<file path="config.mk">
export PLATFORM = sky130hd
export DESIGN_NAME = vn_div
export DESIGN_NICKNAME = d
export VERILOG_FILES = /design/src/rtl/vn_pkg.sv /design/src/rtl/vn_div.sv
export SDC_FILE = /design/constraint.sdc
export NUM_CORES = 2
export LEC_CHECK = 0
export BUFFER_PORTS_ARGS = -buffer_cell sky130_fd_sc_hd__buf_2
export CAP_MARGIN = 20
export CELL_PAD_IN_SITES_DETAIL_PLACEMENT = 0
export CELL_PAD_IN_SITES_GLOBAL_PLACEMENT = 2
export CORE_UTILIZATION = 40
export DETAILED_ROUTE_END_ITERATION = 8
export GPL_TIMING_DRIVEN = 0
export PLACE_DENSITY = 0.87
export RECOVER_POWER = 50
export SYNTH_ARGS = -nofsm -noshare
export SYNTH_HDL_FRONTEND = slang
export SYNTH_SLANG_ARGS = --single-unit
</file>
<file path="constraint.sdc">
create_clock -name i_clk -period 3.5 [get_ports i_clk]
set_input_delay 0.175 -clock i_clk [delete_from_list [all_inputs] [get_ports i_clk]]
set_output_delay 0.175 -clock i_clk [all_outputs]
set_load 0.005 [all_outputs]
</file>
<file path="src/rtl/vn_pkg.sv">
package vn_pkg;

    localparam int unsigned COMP_W        = 32;
    localparam int unsigned SUM_W         = 2 * COMP_W;
    localparam int unsigned ROOT_W        = SUM_W / 2;
    localparam int unsigned OUT_FRAC_BITS = 30;
    localparam int unsigned QUO_W         = OUT_FRAC_BITS + 1;

    // pipeline depths
    localparam int unsigned LAT_SQRT = ROOT_W;
    localparam int unsigned LAT_DIV  = QUO_W;
    localparam int unsigned LAT_PRE  = 3;
    localparam int unsigned LAT_ALL  = LAT_PRE + LAT_SQRT + LAT_DIV + 1;

    typedef struct packed {
        logic signed [COMP_W-1:0] vec_x;
        logic signed [COMP_W-1:0] vec_y;
        logic signed [COMP_W-1:0] vec_z;
    } t_vec_in;

    typedef struct packed {
        logic signed [COMP_W-1:0] unit_x;
        logic signed [COMP_W-1:0] unit_y;
        logic signed [COMP_W-1:0] unit_z;
        logic                     zero_length;
    } t_vec_out;

    typedef struct packed {
        logic [2:0][COMP_W-1:0] mag;
        logic [2:0]             neg;
    } t_side;

    typedef struct packed {
        logic [2:0] neg;
        logic       zero;
    } t_sign;

endpackage

</file>
<file path="src/rtl/vn_div.sv">
module vn_div (
    input  logic                        i_clk,
    input  logic                        i_en,
    input  logic [vn_pkg::COMP_W-1:0]   i_num,
    input  logic [vn_pkg::ROOT_W-1:0]   i_den,
    output logic [vn_pkg::QUO_W-1:0]    o_quo
);

    localparam int unsigned N  = vn_pkg::LAT_DIV;
    localparam int unsigned DW = vn_pkg::ROOT_W;
    localparam int unsigned NW = vn_pkg::COMP_W;
    localparam int unsigned QW = vn_pkg::QUO_W;

    // numerator never exceeds the denominator, so the remainder fits DW bits
    logic [DW-1:0] r_rem [N];
    logic [DW-1:0] r_den [N];
    logic [QW-1:0] r_quo [N];

    genvar g;
    generate
        for (g = 0; g < N; g++) begin : g_stage
            logic [DW:0]   part;
            logic [DW-1:0] den_in;
            logic [QW-1:0] quo_in;
            logic          take;

            if (g == 0) begin : g_first
                assign part   = (DW + 1)'(i_num);
                assign den_in = i_den;
                assign quo_in = '0;
            end else begin : g_next
                assign part   = {r_rem[g-1], 1'b0};
                assign den_in = r_den[g-1];
                assign quo_in = r_quo[g-1];
            end

            assign take = (part >= {1'b0, den_in});

            always_ff @(posedge i_clk) begin
                if (i_en) begin
                    r_rem[g] <= take ? DW'(part - {1'b0, den_in}) : part[DW-1:0];
                    r_den[g] <= den_in;
                    r_quo[g] <= {quo_in[QW-2:0], take};
                end
            end
        end
    endgenerate

    assign o_quo = r_quo[N-1];

endmodule

</file>
# After elaboration in Yosys (flattened, before gate mapping)
# Memory sizes are Yosys's and may differ from the RTL's.
# Cells that the tools add are included.
# Widths: inputs -> output; s select.
[classes]
n_addsub = 31
magnitude_cmp = 31
muxes = 33
[op_table]
columns = ["op", "count"]
rows = [
  ["$mux 32", 31],
  ["$sub 32x32->32", 31],
  ["$ge 33x32->1", 30],
  ["$ge 32x32->1", 1],
  ["$mux 1", 2],
]
[totals]
register_bits = 0
ram_bits = 2945
inputBits = 66
memories = 3
[mem_list]
columns = ["memory", "depth", "word_bits", "read_ports", "rd_ports_with_merged_regs", "write_ports", "line_no", "source"]
rows = [
  ["r_den", 31, 32, 30, 0, 31, "vn_div.sv:16", "logic [DW-1:0] r_den [N];"],
  ["r_rem", 31, 32, 30, 0, 31, "vn_div.sv:15", "logic [DW-1:0] r_rem [N];"],
  ["r_quo", 31, 31, 31, 0, 31, "vn_div.sv:17", "logic [QW-1:0] r_quo [N];"],
]

# Depth between registers and ports, before layout
# An unclocked memory read counts as a cell.
[logic_depth]
ltp_word = 3
ltp_mapped = 16

# Least setup slack after synthesis
# Ideal clock, no wire load.
[synth_timing]
path_type = "reg-to-reg"
from = "mem r_den[10][1] in the netlist's numbering"
to = "mem r_rem[10][60] in the netlist's numbering (data pin)"
setup_time_ns = 0.260
arrival_ns = 3.243
required_ns = 3.240
path_slack_ns = -0.003
stages_incl_launch_ff = 15
path_buffers = 2
path_cell_list = "edfxtp_1 > inv_1 > ha_1 > nor2b_1 > o211a_1 > or4_1 > a21oi_2 > o211ai_1 > a31o_2 > a31o_4 > a21oi_4 > o21a_1 > buf_6 > buf_6 > mux2_2"
[synth_lines]
columns = ["element", "line_no"]
rows = [
  ["from (decl)", "vn_div.sv:16"],
  ["to (decl)", "vn_div.sv:15"],
]

==> impl_metrics.env <==
export IMPL_status="finished, violations left"
export IMPL_violations="hold timing, capacitance limit, slew limit, setup timing"
export IMPL_synth_cell_types=103
export IMPL_dp_hpwl_microns=262000
export IMPL_synth_net_count=13354
export IMPL_numCtsBuffers=287
export IMPL_critPathKind="register to register"
export IMPL_crit_path_max_fanout=5
export IMPL_grt_overflow=0
export IMPL_synth_edf_count=2416
export IMPL_first_global_vias=91298
export IMPL_final_cell_mix="2416 x edfxtp_1, 1251 x inv_1, 973 x a21oi_1"
export IMPL_stdcell_count=17781
export IMPL_clockRootBuffer="clkbuf_16"
export IMPL_min_from="i_den[2]"
export IMPL_ioPinCount=97
export IMPL_grt_pass1_wl_microns=535000
export IMPL_cp_start_kind="register"
export IMPL_port_buffers=96
export IMPL_syn_area_sq_um=137000
export IMPL_slew_headroom_pct=-55.9
export IMPL_dpl_worst_slack_ps=-1380
export IMPL_power_leakage_nw=65.7
export IMPL_area_growth_pct=17.8
export IMPL_multi_input_comb_area_sq_um=62600
export IMPL_routed_wl_microns=354000
export IMPL_start_util_pct=40.3
export IMPL_final_antenna_net_count=0
export IMPL_end_kind="register"
export IMPL_fin_util_pct=47.5
export IMPL_p_per_area_nw_per_um2=997
export IMPL_final_layout_size_suffix_gt1_share_pct=14.6
export IMPL_fin_crit_sh_pct=106
export IMPL_crit_required_ps=4130
export IMPL_antenna_found_initial=20
export IMPL_finalPower_mw=161
export IMPL_min_period_ps=3700
export IMPL_wire_per_inst_microns=19.9
export IMPL_clk_latency_ps=930
export IMPL_rsz0062_at_grt="true"
export IMPL_avgSynthCellArea_sq_um=11.2
export IMPL_first_pass_iters=6
export IMPL_worst_pin_slew_ps=2340
export IMPL_setup_viol_count_final=87
export IMPL_drt_iter0_markers=6656
export IMPL_avgViaCountPerCell=5.32
export IMPL_hold_class="primary input to register"
export IMPL_hold_violations=1
export IMPL_regArea_sq_um=72500
export IMPL_clk_transition_reported_paths_ps=60
export IMPL_fmax_mhz=270
export IMPL_gp_congestion=0.892
export IMPL_ys_ff_latch=2416
export IMPL_crit_start="r_rem[1][0]"
export IMPL_synth_flop_cell="edfxtp_1"
export IMPL_grt_usage_pct=19.6
export IMPL_fin_ws_ps=-201
export IMPL_drc=0
export IMPL_vdd_drop_max_v=0.000486
export IMPL_clock_sinks=2416
export IMPL_cts_buffer_depth=4
export IMPL_ys_seq_area_share_pct=52.8
export IMPL_fillers=31055
export IMPL_die_h_microns=588
export IMPL_synthCells=12267
export IMPL_grt_max_degree=189
export IMPL_cp_arrival_ps=4330
export IMPL_final_nets=14095
export IMPL_worstReg2RegStart="r_rem[1][0]"
export IMPL_place_inst=16919
export IMPL_ys_warn_count=0
export IMPL_die_area_sq_um=346000
export IMPL_postSynth_asyncResetShare_pct=0
export IMPL_coreArea_sq_um=341000
export IMPL_cts_tree="done"
export IMPL_layout_cells_most_common="edfxtp_1"
export IMPL_row_count=214
export IMPL_die_w_microns=588
export IMPL_h_tree_depth=5
export IMPL_slew_viol_final=305
export IMPL_vias=94567
export IMPL_maxCapViolCount=2
export IMPL_final_setup_skew_ps=44.1
export IMPL_timing_hold_ws_ps=-48.1
stage by stage:
| stage | setup TNS, ps | instance area, sq um |
|---|---|---|
| floorplan | 0 | 137000 |
| global placement | - | 144000 |
| detailed placement | -726700 | 144000 |
| CTS | -8130 | 159000 |
| global route | -31710 | 162000 |
| finish | -7300 | 162000 |
cell type report:
| class | instances | share of cell area, % |
|---|---|---|
| buffer | 298 | 1.29 |
| timing repair buffer | 495 | 2.84 |
| inverter | 1266 | 2.94 |
| clock buffer | 339 | 4.71 |
| sequential | 2416 | 44.8 |
| tap | 4536 | 3.50 |
| antenna | 11 | 0.0170 |
| clock inverter | 176 | 1.27 |
| multi-input combinational | 8244 | 38.6 |
final timing paths:
| check | endpoint | depth (start not counted) | slack [ps] |
|---|---|---|---|
| setup / recovery | r_rem[1][57] | 15 | -200 |
| hold / removal | r_rem[0][2] | 5 | -50 |
| setup reg to reg | r_rem[1][57] | 15 | -200 |
| hold reg to reg | r_quo[7][34] | 0 | 390 |
per-layer routing:
metal  wire length, microns  share of wire [%]  global-route usage, %  vias up
met5                     48              0.014                      0        -
met1                 159000                 45                   26.3    45374
met4                  11900                3.4                   5.91       10
li1                       -                  -                      -    46591
met3                  15900                4.5                   2.30      587
met2                 167000                 47                   33.3     2005
critical path: stages, from the launching register on:
cell and delay [ps]:
edfxtp_1 430, ha_4 260, nor2b_4 120, o31a_1 280, or4_4 450, a31oi_4 230, buf_12 150, o311ai_4 120
nand3_2 90, nand4b_1 140, o211ai_1 190, and3_1 210, buf_12 160, buf_12 110, buf_12 130, mux2_4 320
cell usage after synthesis, types with 28 or more instances:
| cell | n | area share (%) |
|---|---|---|
| a21oi_1 | 1049 | 3.8 |
| o31a_1 | 30 | 0.19 |
| nand4_1 | 178 | 0.81 |
| a211oi_1 | 84 | 0.46 |
| buf_2 | 46 | 0.17 |
| o21a_1 | 133 | 0.73 |
| o31ai_1 | 83 | 0.45 |
| or3_1 | 37 | 0.17 |
| nand3_1 | 210 | 0.76 |
| and2_1 | 59 | 0.27 |
| or2_2 | 30 | 0.14 |
| xor2_1 | 308 | 2.0 |
| ha_1 | 991 | 9.0 |
| nor4_1 | 28 | 0.13 |
| xnor2_1 | 464 | 3.0 |
| a31oi_1 | 119 | 0.54 |
| a211o_1 | 37 | 0.24 |
| edfxtp_1 | 2416 | 53 |
| mux2i_1 | 29 | 0.21 |
| a21boi_0 | 43 | 0.23 |
| nand2_1 | 785 | 2.1 |
| nor3_1 | 147 | 0.54 |
| nor2b_1 | 150 | 0.68 |
| inv_1 | 1265 | 3.5 |
| and3_1 | 96 | 0.44 |
| fa_1 | 30 | 0.44 |
| mux2_2 | 454 | 3.7 |
| a2111oi_0 | 29 | 0.18 |
| a21o_1 | 515 | 2.8 |
| o211ai_1 | 50 | 0.27 |
| nand2b_1 | 128 | 0.58 |
| clkbuf_1 | 260 | 0.71 |
| o21ai_0 | 693 | 2.5 |
| nor2_1 | 734 | 2.0 |
| o21bai_1 | 121 | 0.66 |
flip-flops by register name (all words and copies together), names as in the netlist:
name and count:
r_quo 496, r_den 960, r_rem 960
logic make-up after synthesis:
kind of cell               share of synthesized area [%]
xor gates and xnor gates                            4.92
muxes                                               3.95
buffers and inverters                               4.50
AOI/OAI and AO/OA                                   15.2
DFF                                                 52.8
adders and majority gates                           9.46
and+or+nand+nor                                     9.23
report_power, final:
part           switching (mW)  internal [mW]  leakage (nW)  total (mW)
combinational            45.0           37.0          37.3        82.0
sequential               5.21           43.4          23.6        48.6
clock                    12.3           18.5          4.70        30.8
total                    62.6           98.9          65.7         161
what timing repair did:
item | in CTS | in global routing
gates cloned | 10 | 18
hold buffers | 81 | 6
pin swaps | 100 | 138
setup buffers | 154 | 115
resized for setup | 667 | 575
endpoints found under the setup margin | 948 | 1124
endpoints found under the hold margin | 160 | 6
(Power assumes the default switching activity.)
