===== src/rtl/vn_pkg.sv =====
package vn_pkg;

    localparam int unsigned COMP_W        = 32;
    localparam int unsigned SUM_W         = 2 * COMP_W;
    localparam int unsigned ROOT_W        = SUM_W / 2;
    localparam int unsigned OUT_FRAC_BITS = 30;
    localparam int unsigned QUO_W         = OUT_FRAC_BITS + 1;

    // pipeline depths
    localparam int unsigned LAT_SQRT = ROOT_W;
    localparam int unsigned LAT_DIV  = QUO_W;
    localparam int unsigned LAT_PRE  = 3;
    localparam int unsigned LAT_ALL  = LAT_PRE + LAT_SQRT + LAT_DIV + 1;

    typedef struct packed {
        logic signed [COMP_W-1:0] vec_x;
        logic signed [COMP_W-1:0] vec_y;
        logic signed [COMP_W-1:0] vec_z;
    } t_vec_in;

    typedef struct packed {
        logic signed [COMP_W-1:0] unit_x;
        logic signed [COMP_W-1:0] unit_y;
        logic signed [COMP_W-1:0] unit_z;
        logic                     zero_length;
    } t_vec_out;

    typedef struct packed {
        logic [2:0][COMP_W-1:0] mag;
        logic [2:0]             neg;
    } t_side;

    typedef struct packed {
        logic [2:0] neg;
        logic       zero;
    } t_sign;

endpackage


===== src/rtl/vn_sqrt.sv =====
module vn_sqrt (
    input  logic                            i_clk,
    input  logic                            i_en,
    input  logic [vn_pkg::SUM_W-1:0]        i_op,
    output logic [vn_pkg::ROOT_W-1:0]       o_root
);

    localparam int unsigned N     = vn_pkg::LAT_SQRT;
    localparam int unsigned SW    = vn_pkg::SUM_W;
    localparam int unsigned RW    = vn_pkg::ROOT_W;
    localparam int unsigned REM_W = RW + 2;

    logic [REM_W-1:0] r_rem  [N];
    logic [RW-1:0]    r_root [N];
    logic [SW-1:0]    r_op   [N];

    genvar g;
    generate
        for (g = 0; g < N; g++) begin : g_stage
            logic [REM_W-1:0] rem_in;
            logic [RW-1:0]    root_in;
            logic [SW-1:0]    op_in;
            logic [REM_W+1:0] acc;
            logic [REM_W+1:0] trial;
            logic [REM_W-1:0] n_rem;
            logic [RW-1:0]    n_root;

            if (g == 0) begin : g_first
                assign rem_in  = '0;
                assign root_in = '0;
                assign op_in   = i_op;
            end else begin : g_next
                assign rem_in  = r_rem[g-1];
                assign root_in = r_root[g-1];
                assign op_in   = r_op[g-1];
            end

            always_comb begin
                // bring down the next two bits, try root*4+1
                acc   = {rem_in, op_in[SW-1:SW-2]};
                trial = {2'b00, root_in, 2'b01};
                if (acc >= trial) begin
                    n_rem  = REM_W'(acc - trial);
                    n_root = {root_in[RW-2:0], 1'b1};
                end else begin
                    n_rem  = acc[REM_W-1:0];
                    n_root = {root_in[RW-2:0], 1'b0};
                end
            end

            always_ff @(posedge i_clk) begin
                if (i_en) begin
                    r_rem[g]  <= n_rem;
                    r_root[g] <= n_root;
                    r_op[g]   <= {op_in[SW-3:0], 2'b00};
                end
            end
        end
    endgenerate

    assign o_root = r_root[N-1];

endmodule


===== config.mk =====
export PLATFORM = sky130hd
export DESIGN_NAME = vn_sqrt
export DESIGN_NICKNAME = d
export VERILOG_FILES = /design/src/rtl/vn_pkg.sv /design/src/rtl/vn_sqrt.sv
export SDC_FILE = /design/constraint.sdc
export NUM_CORES = 2
export LEC_CHECK = 0
export BUFFER_PORTS_ARGS = -buffer_cell sky130_fd_sc_hd__buf_2
export CORE_MARGIN = 2
export CORE_UTILIZATION = 50
export CTS_CLUSTER_DIAMETER = 40
export CTS_CLUSTER_SIZE = 30
export DETAILED_ROUTE_END_ITERATION = 10
export GPL_TIMING_DRIVEN = 0
export PLACE_DENSITY_LB_ADDON = 0.12
export RECOVER_POWER = 50
export SYNTH_ARGS = -nofsm -noshare
export SYNTH_HDL_FRONTEND = slang
export SYNTH_MEMORY_MAX_BITS = 65536
export SYNTH_SLANG_ARGS = --single-unit
export TNS_END_PERCENT = 50

===== constraint.sdc =====
create_clock -name i_clk -period 8.5 [get_ports i_clk]
set_input_delay 1.7 -clock i_clk [delete_from_list [all_inputs] [get_ports i_clk]]
set_output_delay 1.7 -clock i_clk [all_outputs]
set_load 0.02 [all_outputs]

* After elaboration in Yosys (flattened, before gate mapping) *
Memory sizes are Yosys's and may differ from the RTL's.
Index checks and enable logic that the tools add are counted.

word-level totals
  output and inout bits = 32
  logic and storage cells = 133
  bits in writable memories = 4096
  memories = 3
  register bits = 0

memories
  memory  words  width  rd ports  clocked after memory_dff  wr ports  RTL line       source
  r_op    32     62     31        0                         32        vn_sqrt.sv:15  logic [SW-1:0] r_op [N];
  r_rem   32     34     31        0                         32        vn_sqrt.sv:13  logic [REM_W-1:0] r_rem [N];
  r_root  32     32     32        0                         32        vn_sqrt.sv:14  logic [RW-1:0] r_root [N];

cells by class
  magnitude comparators = 32
  mux-type cells = 66
  add/subtract/negate cells = 32

operators by type and width
  cell                                                                                  count
  36-bit by 34-bit greater-or-equal comparator with 1-bit output                        31
  34-bit 2-to-1 mux                                                                     32
  34-bit subtractor                                                                     31
  1-bit 2-to-1 mux                                                                      34
  2-bit by 1-bit subtractor with 3-bit output (second input constant)                   1
  2-bit by 1-bit greater-or-equal comparator with 1-bit output (second input constant)  1

* Logic depth before layout (Yosys ltp) *
An unclocked memory read counts as a cell.

  word-level depth = 3
  gate-level depth with buffers = 15
  mapped depth without buffers = 13

* Least setup slack after synthesis *
No wires, ideal clock.

  kind = register -> register
  start = memory r_rem[0][170] (netlist bit)
  end = memory r_rem[0][234] (netlist bit) (data pin)
  stages on the path, launching flop included = 12
  arrival time = 2.976 ns
  data required time = 8.229 ns
  path slack = 5.252 ns
  setup time = 0.271 ns
  clock period less this slack = 3.248 ns
  path through = edfxtp_1 -> ha_1 -> nor2b_1 -> o21ai_0 -> a21oi_1 -> a211oi_1 -> or4b_2 -> or2_2 -> clkbuf_1 -> nor2_1 -> nor4bb_1 -> xor2_1

RTL lines
  what         RTL line
  from (decl)  vn_sqrt.sv:13

==> impl_results.md <==
- CTS root buf: clkbuf_16
- Core area: 235,000 sq um
- Setup ws final: 2.35 ns
- Synth unique cells: 105
- Maximum VDD drop: 196 uV
- Cell Area, Synth: 118,000 sq um
- Port buffer count: 97
- Post-route ant nets: 0
- Setup TNS: 0 ns
- Power per Cell Area: 291 nW/um^2
- TritonCTS Buffers: 385
- Clk_lat worst skew: 0.97 ns
- RePlAce Congestion: 0.887
- Drt pass-1 iters: 8
- Status: complete, but fails checks
- Max-cap viol count: 4
- Clk sinks: 2,523
- Vias: 71.2k
- CP startpoint kind: input port
- Sequential-to-total area share from yosys stat: 64.4%
- CTS hold repair buffers: 0
- Total GRT Usage: 20.1%
- Synthesized flop and latch total: 2,523
- Final #Nets: 10.2k
- Largest area contributor in the netlist: edfxtp_1
- Starting DRT DRC Count: 4,911
- Worst path depth: 4
- Synth warnings: 0
- Family with the most delay on the worst path: buffers and inverters
- Worst Setup EP: r_root[1][177]$_DFFE_PP_
- CP most frequent cell: buf_16
- RSZ-0062 raised after global routing: no
- CTS tree: built
- DPL Wire Length: 175,000 um
- FF-to-FF Start: r_rem[1][260]$_DFFE_PP_
- Top cell type's share of synthesized area: 64.4%
- Final setup fails: 0
- Crit path cell chain: buf_12, buf_16, clkbuf_2, buf_16
- Crit path max-delay cell type: clkbuf_2
- Count leader, synth: edfxtp_1
- Vias in the first global route: 70.1k
- Post-DP Area: 123,000 sq um
- Synth Instances: 9,098
- Reg clk slew, reported paths: 0.06 ns
- Starting Density: 50.2%
- Worst setup startpoint: i_en
- Post-CTS Setup Bufs: 0
- Reg-to-reg setup timing slack: 3.93 ns
- CTS Buffer Depth: 4
- Max incr delay on CP: 2.93 ns
- Post-Syn Area per Cell: 12.9 sq um
- Max Fclk: 163 MHz
- Worst EP arrival: 6.68 ns
- R2R depth: 13
- # DRC: 0
- Max_slew headroom: -187%
- First-pass GRT wire length: 382,000 um
- Routed len/inst: 18.6 um
- Post-synth top cells: 2,523 x edfxtp_1, 694 x inv_1, 624 x nand2_1, 590 x a21oi_1, 564 x nor2_1
- Final hold violation count: 0
- Synthesized Nets: 9,726
- Top cells by area, synth: edfxtp_1 64%, ha_1 6.0%, xnor2_1 3.2%
- Layout cell share with drive strength beyond 1: 9.52%
- Fin area: 135,000 sq um
- Final Max Tran Viols: 667
- Post-route minimum period: 6.15 ns
- Final wirelength: 243,000 um
- Pre-CTS WS: 3.22 ns
- Die Span Y: 489 um
- Clk_skew: 0.0883 ns
- Failing checks: max-capacitance violations, max-slew violations
- Largest net degree at the start of global routing: 189
- Row count: 178
- Worst Path Max Fanout: 186
- Initial antenna violation count: 2
- Worst setup EP type: register
- Area growth syn-to-layout: 15.0%
- Critical path type: input port to register
- DIE WIDTH: 489 um
- Critical Path RT: 9.03 ns
- Worst path bufs/invs: 4
- CTS H-tree depth: 5
- Routed vias/inst: 5.45
- Final Cycle Share: 72.3%
- Leakage: 51.8 nW
- # IOs: 98
- Async set-reset flop share out of synthesis: 0%
- Post-CTS resize count: 0
- GRT Residual Overflow: 0
- Post-synth EDFFs: 2,523
- Worst Max-Slew Pin Slew: 4.31 ns
- FF-to-FF End: r_rem[1][293]$_DFFE_PP_
- Hold WC Path Type: register to register
- Die area: 239,000 sq um
- Main synth FF type: edfxtp_1
-- layout make-up --
| type | count | area, sq um |
|---|---|---|
| Clock inverter | 288 | 3170 |
| Inverter | 698 | 2620 |
| Tap cell | 3150 | 3940 |
| Fill cell | 18900 | 99200 |
| Multi-Input combinational cell | 5704 | 38500 |
| Sequential cell | 2523 | 75800 |
| Clock buffer | 410 | 9750 |
| Antenna cell | 2 | 5.00 |
| Buffer | 173 | 734 |
| Timing Repair Buffer | 112 | 818 |
-- power breakdown --
part	internal [mW]	switching, mW	total, mW
registers	15.8	1.02	16.8
clock network	9.51	5.92	15.4
logic	2.93	4.23	7.16
total	28.2	11.2	39.4
-- per-layer routing --
layer	up-vias	part of all wire, %	track usage [%]
met5	-	0	0
met4	0	2.9	6.54
met3	458	3.9	2.83
met2	1505	49	34.4
met1	34300	44	26.4
li1	34900	-	-
-- cells in the final DEF, fill, tap and decap left out, drive strengths merged, types with 17 or more instances in the layout --
cell type  synthesis  layout
a31o              17      17
clkinv             1     120
a21oi            590     590
a31oi             51      51
o31ai             48      48
a211oi            47      47
edfxtp          2523    2523
o21a              84      84
nor2             567     567
xnor2            433     433
o21ai            495     495
nor4             126     126
clkbuf           129     549
clkinvlp           0      45
o21bai            44      44
a21boi            25      25
xor2             411     411
nand3b            25      25
or4               64      64
ha               562     562
nand3            150     150
a21o             226     226
bufinv             0      32
mux2              65      65
buf               44     146
and3              58      58
and2              37      37
inv              697     789
nand4             98      98
or2               41      41
nor2b             69      69
nand2b           120     120
nand4b            18      18
nor3             229     229
a211o             17      17
or3               95      95
o211ai            30      30
nand2            624     624
-- per-stage QoR --
stage / instances / hold WS [ns] / total power [mW] / util (%)
after detailed placement: 12400 / 0.405 / 24.1 / 52.2
after floorplan: 9098 / 0.400 / 21.8 / -
after global routing: 13100 / 0.364 / 41.3 / 57.7
final: 13100 / 0.349 / 39.4 / 57.7
after global placement: 12300 / 0.400 / 25.0 / 52.1
after CTS: 13100 / 0.340 / 39.8 / 57.7
-- state kept, by name, indices dropped and copies added, names as in the netlist --
signal	count
r_root	528
r_op	992
r_rem	1003
-- cell families (layout without fill, tap and decap cells) --
| family | count (synthesis) | after routing | share of synthesized area, % |
|---|---|---|---|
| adders and majority gates | 562 | 562 | 5.98 |
| buffers and inverters | 871 | 1681 | 2.85 |
| other | 1 | 3 | 0.00319 |
| muxes | 80 | 80 | 0.753 |
| and+or+nand+nor | 2386 | 2386 | 10.1 |
| xor gates and xnor gates | 844 | 844 | 6.28 |
| AOI/OAI and AO/OA | 1831 | 1831 | 9.59 |
| DFF | 2523 | 2523 | 64.4 |
-- worst min-delay path by stage --
stage / cells past startpoint / to / slack [ns] / startpoint
2_1_floorplan: 0 / r_op[0][100]$_DFFE_PP_ / 0.40 / r_op[0][36]$_DFFE_PP_
3_3_place_gp: 0 / r_op[1][801]$_DFFE_PP_ / 0.40 / r_op[1][737]$_DFFE_PP_
3_5_place_dp: 0 / r_op[0][135]$_DFFE_PP_ / 0.40 / r_op[0][71]$_DFFE_PP_
4_1_cts: 0 / r_op[0][366]$_DFFE_PP_ / 0.34 / r_op[0][302]$_DFFE_PP_
5_1_grt: 0 / r_op[0][287]$_DFFE_PP_ / 0.36 / r_op[0][223]$_DFFE_PP_
6_report: 0 / r_op[0][366]$_DFFE_PP_ / 0.35 / r_op[0][302]$_DFFE_PP_
(Power assumes the default switching activity.)
